File: config.mk
export PLATFORM = sky130hd
export DESIGN_NAME = content_length_deframer
export DESIGN_NICKNAME = d
export VERILOG_FILES = /design/src/cld_pkg.sv /design/src/cld_out_buf.sv /design/src/content_length_deframer.sv
export SDC_FILE = /design/constraint.sdc
export NUM_CORES = 1
export LEC_CHECK = 0
export BUFFER_PORTS_ARGS = -buffer_cell sky130_fd_sc_hd__buf_2
export CORE_MARGIN = 8
export CORE_UTILIZATION = 60
export DETAILED_ROUTE_END_ITERATION = 10
export GPL_TIMING_DRIVEN = 0
export PLACE_DENSITY = 0.79
export SYNTH_ARGS = -nofsm -noshare
export SYNTH_HDL_FRONTEND = slang
export SYNTH_SLANG_ARGS = --single-unit
File: constraint.sdc
create_clock -name clk -period 10.7 [get_ports clk]
set_input_delay 3.21 -clock clk [delete_from_list [all_inputs] [get_ports clk]]
set_output_delay 3.21 -clock clk [all_outputs]
set_load 0.03 [all_outputs]
File: src/cld_pkg.sv
// ----------------------------------------------------------------------------
// cld_pkg: shared types and constants for the content-length deframer
// Result kinds, error codes, the result record and the header prefix table.
// ----------------------------------------------------------------------------
package cld_pkg;

	// default body length width; the length accumulator is one bit wider
	localparam int LENGTH_BITS_DEF = 24;
	// fixed width of the frame length field and the limit register
	localparam int FRAME_LEN_BITS  = 24;
	// characters in the length prefix, and the line counter ceiling
	localparam int PREFIX_LEN      = 16;
	localparam int LINE_CNT_BITS   = 5;
	localparam logic [LINE_CNT_BITS-1:0] LINE_MAX_COUNT = 5'd31;

	localparam logic [7:0] CHAR_LF     = 8'h0a;
	localparam logic [7:0] CHAR_CR     = 8'h0d;
	localparam logic [7:0] CHAR_ZERO   = 8'h30;
	localparam logic [7:0] CHAR_NINE   = 8'h39;
	localparam logic [7:0] CHAR_UP_A   = 8'h41;
	localparam logic [7:0] CHAR_UP_Z   = 8'h5a;
	localparam logic [7:0] CASE_OFFSET = 8'h20;

	typedef enum logic [1:0] {
		KIND_BODY  = 2'd0,
		KIND_EMPTY = 2'd1,
		KIND_ERROR = 2'd2
	} kind_t;

	typedef enum logic [2:0] {
		ERR_NONE        = 3'd0,
		ERR_END_HEADER  = 3'd1,
		ERR_BAD_LENGTH  = 3'd2,
		ERR_NO_LENGTH   = 3'd3,
		ERR_TOO_LONG    = 3'd4,
		ERR_END_BODY    = 3'd5
	} err_t;

	// one result item
	typedef struct packed {
		kind_t                     kind;
		logic [7:0]                body_byte;
		logic                      last_of_frame;
		logic [FRAME_LEN_BITS-1:0] frame_length;
		err_t                      fault_code;
	} res_t;

	// lower-case "content-length: ", one character per position
	function automatic logic [7:0] prefix_char(input logic [3:0] idx);
		logic [7:0] ch;
		case (idx)
			4'd0:    ch = 8'h63; // c
			4'd1:    ch = 8'h6f; // o
			4'd2:    ch = 8'h6e; // n
			4'd3:    ch = 8'h74; // t
			4'd4:    ch = 8'h65; // e
			4'd5:    ch = 8'h6e; // n
			4'd6:    ch = 8'h74; // t
			4'd7:    ch = 8'h2d; // -
			4'd8:    ch = 8'h6c; // l
			4'd9:    ch = 8'h65; // e
			4'd10:   ch = 8'h6e; // n
			4'd11:   ch = 8'h67; // g
			4'd12:   ch = 8'h74; // t
			4'd13:   ch = 8'h68; // h
			4'd14:   ch = 8'h3a; // :
			default: ch = 8'h20; // space
		endcase
		return ch;
	endfunction

endpackage

File: src/cld_out_buf.sv
// ----------------------------------------------------------------------------
// cld_out_buf: two-entry result buffer
// Output register plus a skid entry so the input side keeps moving while a
// result waits for the receiver.
// ----------------------------------------------------------------------------
module cld_out_buf
	import cld_pkg::*;
(
	input  logic clk,
	input  logic arst_n,
	input  logic res_valid,
	input  res_t res,
	output logic in_ready,
	output logic out_valid,
	input  logic out_ready,
	output res_t out
);

	logic out_valid_q;
	logic skid_valid_q;
	res_t out_q;
	res_t skid_q;
	logic out_take;

	assign out_take  = out_valid_q && out_ready;
	assign in_ready  = !skid_valid_q;
	assign out_valid = out_valid_q;
	assign out       = out_q;

	// valid flags
	always_ff @(posedge clk or negedge arst_n) begin
		if (!arst_n) begin
			out_valid_q  <= 1'b0;
			skid_valid_q <= 1'b0;
		end else if (skid_valid_q) begin
			if (out_take) begin
				skid_valid_q <= 1'b0;
			end
		end else if (res_valid) begin
			if (!out_valid_q || out_take) begin
				out_valid_q <= 1'b1;
			end else begin
				skid_valid_q <= 1'b1;
			end
		end else if (out_take) begin
			out_valid_q <= 1'b0;
		end
	end

	// payload
	always_ff @(posedge clk) begin
		if (skid_valid_q) begin
			if (out_take) begin
				out_q <= skid_q;
			end
		end else if (res_valid) begin
			if (!out_valid_q || out_take) begin
				out_q <= res;
			end else begin
				skid_q <= res;
			end
		end
	end

endmodule

File: src/content_length_deframer.sv
// ----------------------------------------------------------------------------
// content_length_deframer: splits a byte stream into content-length frames
// Parses text headers, finds the body length and passes the body bytes on.
// ----------------------------------------------------------------------------
// Input stream: s_axis_tdata carries one raw byte, s_axis_tuser flags the
// end of the stream (the byte is then ignored). Header lines end in LF, CR
// is dropped, letters compare case-blind; a "content-length: " line sets
// the body length and a blank line starts the body.
// Output stream: one item per body byte (tlast on the final one), one empty
// frame item for a zero length, or one error item; tuser gives the kind.
// cfg_we/cfg_wdata set the largest accepted body length (reset 0xFFFFFF).
// Timing: one input item per cycle while s_axis_tready is high; a result
// goes into the output register, or into its skid entry while that one is
// held. The header parser state and the length accumulator update together,
// the multiply-by-ten being two shifted adds into the accumulator register.
// Reset clears the parser to the start of a header and empties the output.
// A stalled receiver leaves up to two results in the output register and
// its skid entry; s_axis_tready then drops until the receiver takes one.
// ----------------------------------------------------------------------------
module content_length_deframer
	import cld_pkg::*;
#(
	parameter int LENGTH_BITS = LENGTH_BITS_DEF
) (
	input  logic        clk,
	input  logic        arst_n,
	input  logic        cfg_we,
	input  logic [23:0] cfg_wdata,      // max_body_length
	input  logic        s_axis_tvalid,
	output logic        s_axis_tready,
	input  logic [7:0]  s_axis_tdata,   // data_byte
	input  logic        s_axis_tuser,   // end_of_input
	output logic        m_axis_tvalid,
	input  logic        m_axis_tready,
	output logic [39:0] m_axis_tdata,   // body_byte[7:0], frame_length[31:8],
	                                    // fault_code[34:32], zero pad
	output logic [1:0]  m_axis_tuser,   // kind
	output logic        m_axis_tlast    // last_of_frame
);

	localparam int ACC_BITS = LENGTH_BITS + 1;
	localparam int MUL_BITS = LENGTH_BITS + 5;
	localparam int CMP_BITS = (ACC_BITS > FRAME_LEN_BITS) ? ACC_BITS : FRAME_LEN_BITS;
	localparam logic [MUL_BITS-1:0] CAP = MUL_BITS'(1) << LENGTH_BITS;

	// configuration and parser state
	logic [FRAME_LEN_BITS-1:0] max_len_q;
	logic                      in_body_q;
	logic [LINE_CNT_BITS-1:0]  line_count_q;
	logic                      prefix_ok_q;
	logic                      digits_open_q;
	logic [ACC_BITS-1:0]       accum_q;
	logic                      length_seen_q;
	logic [ACC_BITS-1:0]       body_len_q;
	logic [ACC_BITS-1:0]       bytes_left_q;

	logic                      in_body_d;
	logic [LINE_CNT_BITS-1:0]  line_count_d;
	logic                      prefix_ok_d;
	logic                      digits_open_d;
	logic [ACC_BITS-1:0]       accum_d;
	logic                      length_seen_d;
	logic [ACC_BITS-1:0]       body_len_d;
	logic [ACC_BITS-1:0]       bytes_left_d;

	logic       accept;
	logic       res_valid;
	res_t       res;
	res_t       out;
	logic [7:0] ch_low;
	logic [MUL_BITS-1:0] acc_next;
	logic [CMP_BITS-1:0] accum_wide;
	logic [CMP_BITS-1:0] body_wide;
	logic [FRAME_LEN_BITS-1:0] body_frame_len;

	assign accept = s_axis_tvalid && s_axis_tready;

	// case-folded byte and the decimal accumulate step
	always_comb begin
		ch_low = s_axis_tdata;
		if (s_axis_tdata >= CHAR_UP_A && s_axis_tdata <= CHAR_UP_Z) begin
			ch_low = s_axis_tdata + CASE_OFFSET;
		end
		acc_next = (MUL_BITS'(accum_q) << 3) + (MUL_BITS'(accum_q) << 1)
			+ MUL_BITS'(ch_low - CHAR_ZERO);
		if (acc_next > CAP) begin
			acc_next = CAP;
		end
	end

	assign accum_wide     = CMP_BITS'(accum_q);
	assign body_wide      = CMP_BITS'(body_len_q);
	assign body_frame_len = body_wide[FRAME_LEN_BITS-1:0];

	// parser next state and result
	always_comb begin
		in_body_d     = in_body_q;
		line_count_d  = line_count_q;
		prefix_ok_d   = prefix_ok_q;
		digits_open_d = digits_open_q;
		accum_d       = accum_q;
		length_seen_d = length_seen_q;
		body_len_d    = body_len_q;
		bytes_left_d  = bytes_left_q;
		res_valid     = 1'b0;
		res           = '{kind: KIND_ERROR, body_byte: 8'd0, last_of_frame: 1'b0,
			frame_length: '0, fault_code: ERR_NONE};
		if (in_body_q) begin
			res_valid = 1'b1;
			res.frame_length = body_frame_len;
			if (s_axis_tuser) begin
				res.fault_code = ERR_END_BODY;
				in_body_d = 1'b0;
			end else begin
				res.kind      = KIND_BODY;
				res.body_byte = s_axis_tdata;
				if (bytes_left_q <= ACC_BITS'(1)) begin
					res.last_of_frame = 1'b1;
					in_body_d = 1'b0;
				end else begin
					bytes_left_d = bytes_left_q - ACC_BITS'(1);
				end
			end
			if (!in_body_d) begin
				line_count_d  = '0;
				prefix_ok_d   = 1'b1;
				digits_open_d = 1'b1;
				accum_d       = '0;
				length_seen_d = 1'b0;
				body_len_d    = '0;
				bytes_left_d  = '0;
			end
		end else if (s_axis_tuser) begin
			// end of stream in the header: error, back to a fresh header
			res_valid      = 1'b1;
			res.fault_code = ERR_END_HEADER;
			line_count_d   = '0;
			prefix_ok_d    = 1'b1;
			digits_open_d  = 1'b1;
			accum_d        = '0;
			length_seen_d  = 1'b0;
			body_len_d     = '0;
			bytes_left_d   = '0;
		end else if (s_axis_tdata == CHAR_LF) begin
			line_count_d  = '0;
			prefix_ok_d   = 1'b1;
			digits_open_d = 1'b1;
			accum_d       = '0;
			if (line_count_q == '0) begin
				if (!length_seen_q) begin
					res_valid      = 1'b1;
					res.fault_code = ERR_NO_LENGTH;
				end else if (body_len_q == '0) begin
					res_valid         = 1'b1;
					res.kind          = KIND_EMPTY;
					res.last_of_frame = 1'b1;
				end else begin
					in_body_d    = 1'b1;
					bytes_left_d = body_len_q;
				end
			end else if (prefix_ok_q && !line_count_q[LINE_CNT_BITS-1]
				&& line_count_q != '0) begin
				// shorter than the prefix: not a length line
			end else if (prefix_ok_q && line_count_q[LINE_CNT_BITS-1]) begin
				if (line_count_q == LINE_CNT_BITS'(PREFIX_LEN)) begin
					res_valid      = 1'b1;
					res.fault_code = ERR_BAD_LENGTH;
				end else if (accum_wide > CMP_BITS'(max_len_q)) begin
					res_valid      = 1'b1;
					res.fault_code = ERR_TOO_LONG;
				end else begin
					body_len_d    = accum_q;
					length_seen_d = 1'b1;
				end
			end
			if (res_valid) begin
				length_seen_d = 1'b0;
				body_len_d    = '0;
				bytes_left_d  = '0;
			end
		end else if (s_axis_tdata != CHAR_CR) begin
			if (!line_count_q[LINE_CNT_BITS-1]) begin
				if (ch_low != prefix_char(line_count_q[3:0])) begin
					prefix_ok_d = 1'b0;
				end
			end else if (prefix_ok_q && digits_open_q) begin
				if (ch_low >= CHAR_ZERO && ch_low <= CHAR_NINE) begin
					accum_d = acc_next[ACC_BITS-1:0];
				end else begin
					digits_open_d = 1'b0;
				end
			end
			if (line_count_q < LINE_MAX_COUNT) begin
				line_count_d = line_count_q + LINE_CNT_BITS'(1);
			end
		end
	end

	// limit register
	always_ff @(posedge clk or negedge arst_n) begin
		if (!arst_n) begin
			max_len_q <= '1;
		end else if (cfg_we) begin
			max_len_q <= cfg_wdata;
		end
	end

	// parser state registers
	always_ff @(posedge clk or negedge arst_n) begin
		if (!arst_n) begin
			in_body_q     <= 1'b0;
			line_count_q  <= '0;
			prefix_ok_q   <= 1'b1;
			digits_open_q <= 1'b1;
			accum_q       <= '0;
			length_seen_q <= 1'b0;
			body_len_q    <= '0;
			bytes_left_q  <= '0;
		end else if (accept) begin
			in_body_q     <= in_body_d;
			line_count_q  <= line_count_d;
			prefix_ok_q   <= prefix_ok_d;
			digits_open_q <= digits_open_d;
			accum_q       <= accum_d;
			length_seen_q <= length_seen_d;
			body_len_q    <= body_len_d;
			bytes_left_q  <= bytes_left_d;
		end
	end

	// result register and skid entry
	cld_out_buf u_out_buf (
		.clk       (clk),
		.arst_n    (arst_n),
		.res_valid (accept && res_valid),
		.res       (res),
		.in_ready  (s_axis_tready),
		.out_valid (m_axis_tvalid),
		.out_ready (m_axis_tready),
		.out       (out)
	);

	assign m_axis_tdata = {5'd0, out.fault_code, out.frame_length, out.body_byte};
	assign m_axis_tuser = out.kind;
	assign m_axis_tlast = out.last_of_frame;

	// every byte accepted in the body yields a result
	a_body_result: assert property (@(posedge clk) disable iff (!arst_n)
		accept && in_body_q |-> res_valid)
		else $error("body item without a result");

	// the body is entered only with a nonzero count
	a_body_count: assert property (@(posedge clk) disable iff (!arst_n)
		$rose(in_body_q) |-> bytes_left_q != '0 && length_seen_q)
		else $error("body entered without a length");

	// an empty frame always closes the frame
	a_empty_last: assert property (@(posedge clk) disable iff (!arst_n)
		m_axis_tvalid && m_axis_tuser == KIND_EMPTY |-> m_axis_tlast)
		else $error("empty frame without last");

	// body items never carry an error code
	a_body_no_err: assert property (@(posedge clk) disable iff (!arst_n)
		m_axis_tvalid && m_axis_tuser == KIND_BODY |-> m_axis_tdata[34:32] == ERR_NONE)
		else $error("body item with error code");

endmodule

* Word-level counts from Yosys, hierarchy flattened *
Memories as Yosys holds them, arrays and structs flattened.
Index checks and enable logic that the tools add are counted.

operators by class
  muxes and demuxes = 122
  $lt $le $gt $ge = 8
  equality and inequality tests = 16
  add/subtract/negate cells = 6
  reductions and logical operators = 38
  bitwise logic cells = 2

operator list
  operator                 number
  $mux W25                 28
  $mux W38                 4
  $mux W1                  59
  $mux W8                  7
  $reduce_bool A4 Y1       9
  $mux W5                  6
  $add A28 B26 Y29         1
  $add A29 B29 Y29         1
  $gt A29 B25 Y1 const B   1
  $mux W3                  9
  $gt A25 B24 Y1           1
  $le A25 B1 Y1 const B    1
  $logic_not A25 Y1        1
  $sub A25 B1 Y25 const B  1
  $mux W24                 1
  $ne A4 B3 Y1 const B     6
  $mux W2                  7
  $reduce_and A6 Y1        2
  $mux W11                 1
  $logic_and A1 B1 Y1      9
  $reduce_and A3 Y1        3
  $sub A8 B6 Y9 const B    1
  $add A8 B6 Y8 const B    1
  $eq A8 B4 Y1 const B     1
  23 further kinds         31

storage, ports and cells
  memories = 1
  bits in registers = 186
  word-level logic and storage cells = 214
  ROM bits = 96
  input bits = 38

memory list
  name              words  width  rd ports  clocked after Yosys merged registers in  wr ports  RTL line       text
  (name not given)  16     6      1         0                                        0         cld_pkg.sv:51  case (idx)

* Logic depth before layout (Yosys ltp) *
  depth after elaboration = 15
  depth in mapped cells = 21

* Cells and area by module *
A second synthesis with hierarchy kept.

unflattened totals
  cell total of the unflattened synthesis = 1161
  area, all modules = 11663.7 µm²

by module, submodules not included
  module                   cells an instance  instances  seq. area each (µm²)  area an instance (µm²)
  content_length_deframer  1031               1          2735.1                8627.0
  cld_out_buf              130                1          2332.2                3036.7

* Worst setup path after synthesis *
No wires, ideal clock.

  path type = input-to-reg
  start point = input s_axis_tdata[0]
  end point = register accum_q[12]
  path buffers = 4
  data arrival time = 10.144 ns
  setup time = 0.066 ns
  setup slack = 0.491 ns
  required time = 10.634 ns
  stages on the path = 20
  cells stage by stage = clkbuf_1 or4_1 o221ai_1 o21bai_1 ha_1 nor3b_1 fa_1 ha_1 buf_6 nand4_1 o21ba_1 and2_1 a2111oi_0 o221ai_1 xnor2_1 or4b_1 buf_2 a211oi_4 buf_6 a22o_1

between the ends
  cells in the longest elaborated chain, start to end = 14
  elaborated cells on any way between the ends = 26
  those cells by class = add/sub (3); order compare (5); eq/ne (2); mux (9); reduce/logical (7)

RTL lines
  element                                       RTL line                        text
  from (decl)                                   content_length_deframer.sv:31   input logic [7:0] s_axis_tdata,
  $ge A8 B7 Y1 or $le A8 B7 Y1 (tied branches)  content_length_deframer.sv:81   if (s_axis_tdata >= CHAR_UP_A && s_axis_tdata <= CHAR_UP_Z) begin
  $logic_and A1 B1 Y1                           content_length_deframer.sv:81
  $mux W8                                       content_length_deframer.sv:81
  $sub A8 B6 Y9                                 content_length_deframer.sv:85   + MUL_BITS'(ch_low - CHAR_ZERO);
  $add A29 B29 Y29                              content_length_deframer.sv:85
  $gt A29 B25 Y1                                content_length_deframer.sv:86   if (acc_next > CAP) begin
  $mux W25                                      content_length_deframer.sv:86
  $mux W25                                      content_length_deframer.sv:187  if (ch_low >= CHAR_ZERO && ch_low <= CHAR_NINE) begin
  $mux W25                                      content_length_deframer.sv:186  end else if (prefix_ok_q && digits_open_q) begin
  $mux W25                                      content_length_deframer.sv:182  if (!line_count_q[LINE_CNT_BITS-1]) begin
  $mux W25                                      content_length_deframer.sv:181  end else if (s_axis_tdata != CHAR_CR) begin
  $mux W25                                      content_length_deframer.sv:144  end else if (s_axis_tdata == CHAR_LF) begin
  $mux W25                                      content_length_deframer.sv:133  end else if (s_axis_tuser) begin
  $mux W25                                      content_length_deframer.sv:108  if (in_body_q) begin
  to (signal assigned)                          content_length_deframer.sv:224  accum_q <= accum_d;
  to (decl)                                     content_length_deframer.sv:52   logic [ACC_BITS-1:0] accum_q;

Several ways; a longest one is shown, not always the timed one. The select of a mux whose other input is x is not followed.
A chain may end at the register's enable or synchronous reset.

* Final worst setup path *
  start point = input s_axis_tdata[0]
  end point = register accum_q[20]

The elaborated chain is that of the path after synthesis.

==> impl_metrics.env <==
export IMPL_outcome="completed"
export IMPL_die_h_um=154
export IMPL_design_area_um2=12900
export IMPL_ys_async_sr_fraction_pct=59.1
export IMPL_cp_max_fo=11
export IMPL_end_kind="flop"
export IMPL_leakage_nw=5.85
export IMPL_synth_cell_type_count=87
export IMPL_setup_viol=0
export IMPL_rsz0062_at_grt="no"
export IMPL_worstPathArrival_ps=9150
export IMPL_wl_mm=27.7
export IMPL_pwr_density_cell_nw_per_um2=212
export IMPL_place_gp_congestion=0.921
export IMPL_dieWidth_um=154
export IMPL_cts_hold_buffers=0
export IMPL_tritoncts="yes"
export IMPL_ir_drop_mv=0.123
export IMPL_num_nets_final=1384
export IMPL_synth_area_um2=11500
export IMPL_cts_setup_buffers=0
export IMPL_synthFlopType="dfrtp_1"
export IMPL_period_needed_ps=8780
export IMPL_dieArea_um2=23800
export IMPL_drive_above_1_share_pct=16.2
export IMPL_diodes=0
export IMPL_wl_per_cell_um=18.4
export IMPL_netlist_instances=1154
export IMPL_vias=9202
export IMPL_finClkSkew_ps=13.7
export IMPL_cts_buffers=17
export IMPL_clock_latency_ps=440
export IMPL_track_usage_pct=23.6
export IMPL_cts_max_path_buffers=2
export IMPL_grt_pass1_wl_mm=45.7
export IMPL_num_rows=50
export IMPL_grt_pass1_vias=9153
export IMPL_dp_hpwl_mm=21.1
export IMPL_critical_path_class="in -> reg"
export IMPL_ant_nets=0
export IMPL_worst_pin_slew_ps=1010
export IMPL_critPathLaunchType="input pin"
export IMPL_synth_edf_count=76
export IMPL_clock_sinks=186
export IMPL_antenna_found_initial=0
export IMPL_drtIter0Drc=744
export IMPL_start_util_pct=61.3
export IMPL_htreeDepth=4
export IMPL_synth_seq_area_share_pct=44.2
export IMPL_slew_viol_final=0
export IMPL_io_pins=83
export IMPL_port_buffers=75
export IMPL_max_freq_mhz=114
export IMPL_overflow=0
export IMPL_avgSynthCellArea_um2=9.94
export IMPL_cts_resized=0
export IMPL_synth_seq_cells=186
export IMPL_syn_to_final_growth_pct=12.1
export IMPL_max_slew_margin_pct=31.9
export IMPL_core_area_um2=18700
export IMPL_required_ps=11060
export IMPL_placed_area_um2=12300
export IMPL_hp_class="reg -> reg"
export IMPL_drc=0
export IMPL_dr_pass1_iters=5
export IMPL_viasPerCell=6.11
export IMPL_path_clk_slew_ps=80
export IMPL_maxCapViolCount=0
export IMPL_grt_max_degree=58
export IMPL_period_share_pct=82.1
export IMPL_synth_warnings=0
export IMPL_hold_viol_final=0
export IMPL_fin_setup_tns_ps=0
export IMPL_root_buffer="clkbuf_16"
Yosys cell counts (all sizes together) (3+ instances only):
master	instances	area share [%]
a31oi	8	0.44
dfrtp	84	18
nor3	29	1.3
a211o	3	0.23
buf	16	0.91
ha	63	6.9
mux2i	4	0.35
xnor2	11	0.84
inv	48	1.6
nor2	59	1.9
o21a	8	0.53
edfxtp	76	20
a211oi	6	0.50
mux2	37	3.6
nor2b	16	0.94
nand3	41	1.8
nand2b	8	0.44
or3	10	0.55
clkbuf	42	1.4
a21o	23	1.6
o21bai	3	0.20
o21ai	108	4.7
a22o	20	1.5
a22oi	12	0.79
a21oi	62	2.8
nand2	137	4.5
o22ai	3	0.16
and2	47	2.6
a221oi	3	0.28
o211ai	8	0.57
nand3b	4	0.26
or4	6	0.43
fa	24	4.2
a2111oi	7	0.86
nor3b	4	0.26
o221ai	5	0.38
xor2	6	0.46
and3	7	0.38
dfstp	26	6.0
nand4	13	0.71
nor4	15	0.82
or2	3	0.16
o31ai	10	0.65
where the power goes:
part,internal (W),leakage [nW],switching (W),total [W]
sequential,0.000924,2.15,0.0000854,0.00101
clock,0.000316,0.290,0.000314,0.000630
combinational,0.000333,3.41,0.000757,0.00109
total,0.00157,5.85,0.00116,0.00273
per-stage QoR:
step,power [W],std cells,hold WS (ps),setup WS (ps),utilization (%)
after CTS,0.00272,1506,485,2000,68.8
after global placement,0.00206,1467,468,-988,65.0
after detailed placement,0.00209,1474,474,1560,65.6
after floorplan,0.00179,1158,458,491,-
after global routing,0.00288,1506,522,1600,68.8
final,0.00273,1506,486,1920,68.8
worst paths after layout:
kind / endpoint / startpoint / slack, ps / cells after the start
setup / recovery: accum_q[20]$_DFFE_PN0P_ / s_axis_tdata[0] / 1920 / 20
max in group asynchronous: body_len_q[17]$_DFFE_PN0P_ / arst_n / 7110 / 2
min in group asynchronous: accum_q[15]$_DFFE_PN0P_ / arst_n / 2860 / 1
setup reg to reg: accum_q[20]$_DFFE_PN0P_ / accum_q[7]$_DFFE_PN0P_ / 6070 / 14
hold / removal: digits_open_q$_DFFE_PN1P_ / digits_open_q$_DFFE_PN1P_ / 490 / 2
hold reg to reg: digits_open_q$_DFFE_PN1P_ / digits_open_q$_DFFE_PN1P_ / 490 / 2
placed cells by master, fill, tap and decap left out, types with 6 or more instances in the layout:
cell and count:
buf_6 7, xnor2_1 11, xor2_1 6, a22oi_1 11, a22o_1 20, and3_1 7
nand3_1 40, nor2_1 59, or3_1 10, mux2_2 37, clkbuf_16 17, edfxtp_1 76
buf_2 76, nand4_1 13, o31ai_1 10, buf_1 6, dfrtp_1 84, inv_1 47
fa_1 24, nand2_1 137, a31oi_1 8, and2_1 45, inv_8 6, nor2b_1 15
nor4_1 15, nor3_1 27, clkbuf_1 42, a21oi_1 60, a21o_1 22, buf_4 6
nand2b_1 8, o21a_1 7, o21ai_0 104, o211ai_1 7, ha_1 63, dfstp_2 26
state kept, by name (all words and copies together) (netlist names):
register                cells
in_body_q                   1
prefix_ok_q                 1
u_out_buf.out_valid         1
accum_q                    25
body_len_q                 25
max_len_q                  24
digits_open_q               1
u_out_buf.out              38
bytes_left_q               25
line_count_q                5
length_seen_q               1
u_out_buf.skid_valid_q      1
u_out_buf.skid_q           38
layer usage:
layer / vias to the layer above / GRT usage [%] / wire (um)
met5: - / 0 / 0
met2: 323 / 40.2 / 13400
met3: 56 / 3.37 / 1460
li1: 4433 / - / -
met1: 4390 / 30.2 / 12200
met4: 0 / 8.73 / 704
worst max-delay path, stage by stage:
cell	delay, ps
clkbuf_1	340
or4_1	220
o22ai_1	80
o41ai_1	630
nor2b_1	290
nor3b_2	220
buf_6	190
buf_6	190
fa_1	450
ha_1	320
clkbuf_1	360
nand4_1	190
a2111oi_0	680
o221ai_1	270
xnor2_1	170
or4b_1	500
buf_2	200
a211oi_4	300
buf_6	200
a22o_1	130
logic make-up (layout without fill, tap and decap cells):
kind of cell | Yosys count | count (layout) | share of synthesized area [%]
AOI/OAI and AO/OA | 312 | 312 | 18.1
xor gates and xnor gates | 17 | 17 | 1.30
adders and majority gates | 87 | 87 | 11.1
buffers and inverters | 106 | 220 | 3.85
DFF | 186 | 186 | 44.2
muxes | 41 | 41 | 3.98
other | 1 | 5 | 0.0327
and+or+nand+nor | 404 | 404 | 17.5
cell type report:
class | instances | area [um^2]
Clock buffer | 17 | 425
Clock inverter | 15 | 164
Multi-Input combinational cell | 866 | 5990
Buffer | 58 | 262
Sequential cell | 186 | 5070
Tap cell | 234 | 293
Timing Repair Buffer | 82 | 480
Inverter | 48 | 180
Fill cell | 1469 | 5840
Power figures use the tool's default switching activity.
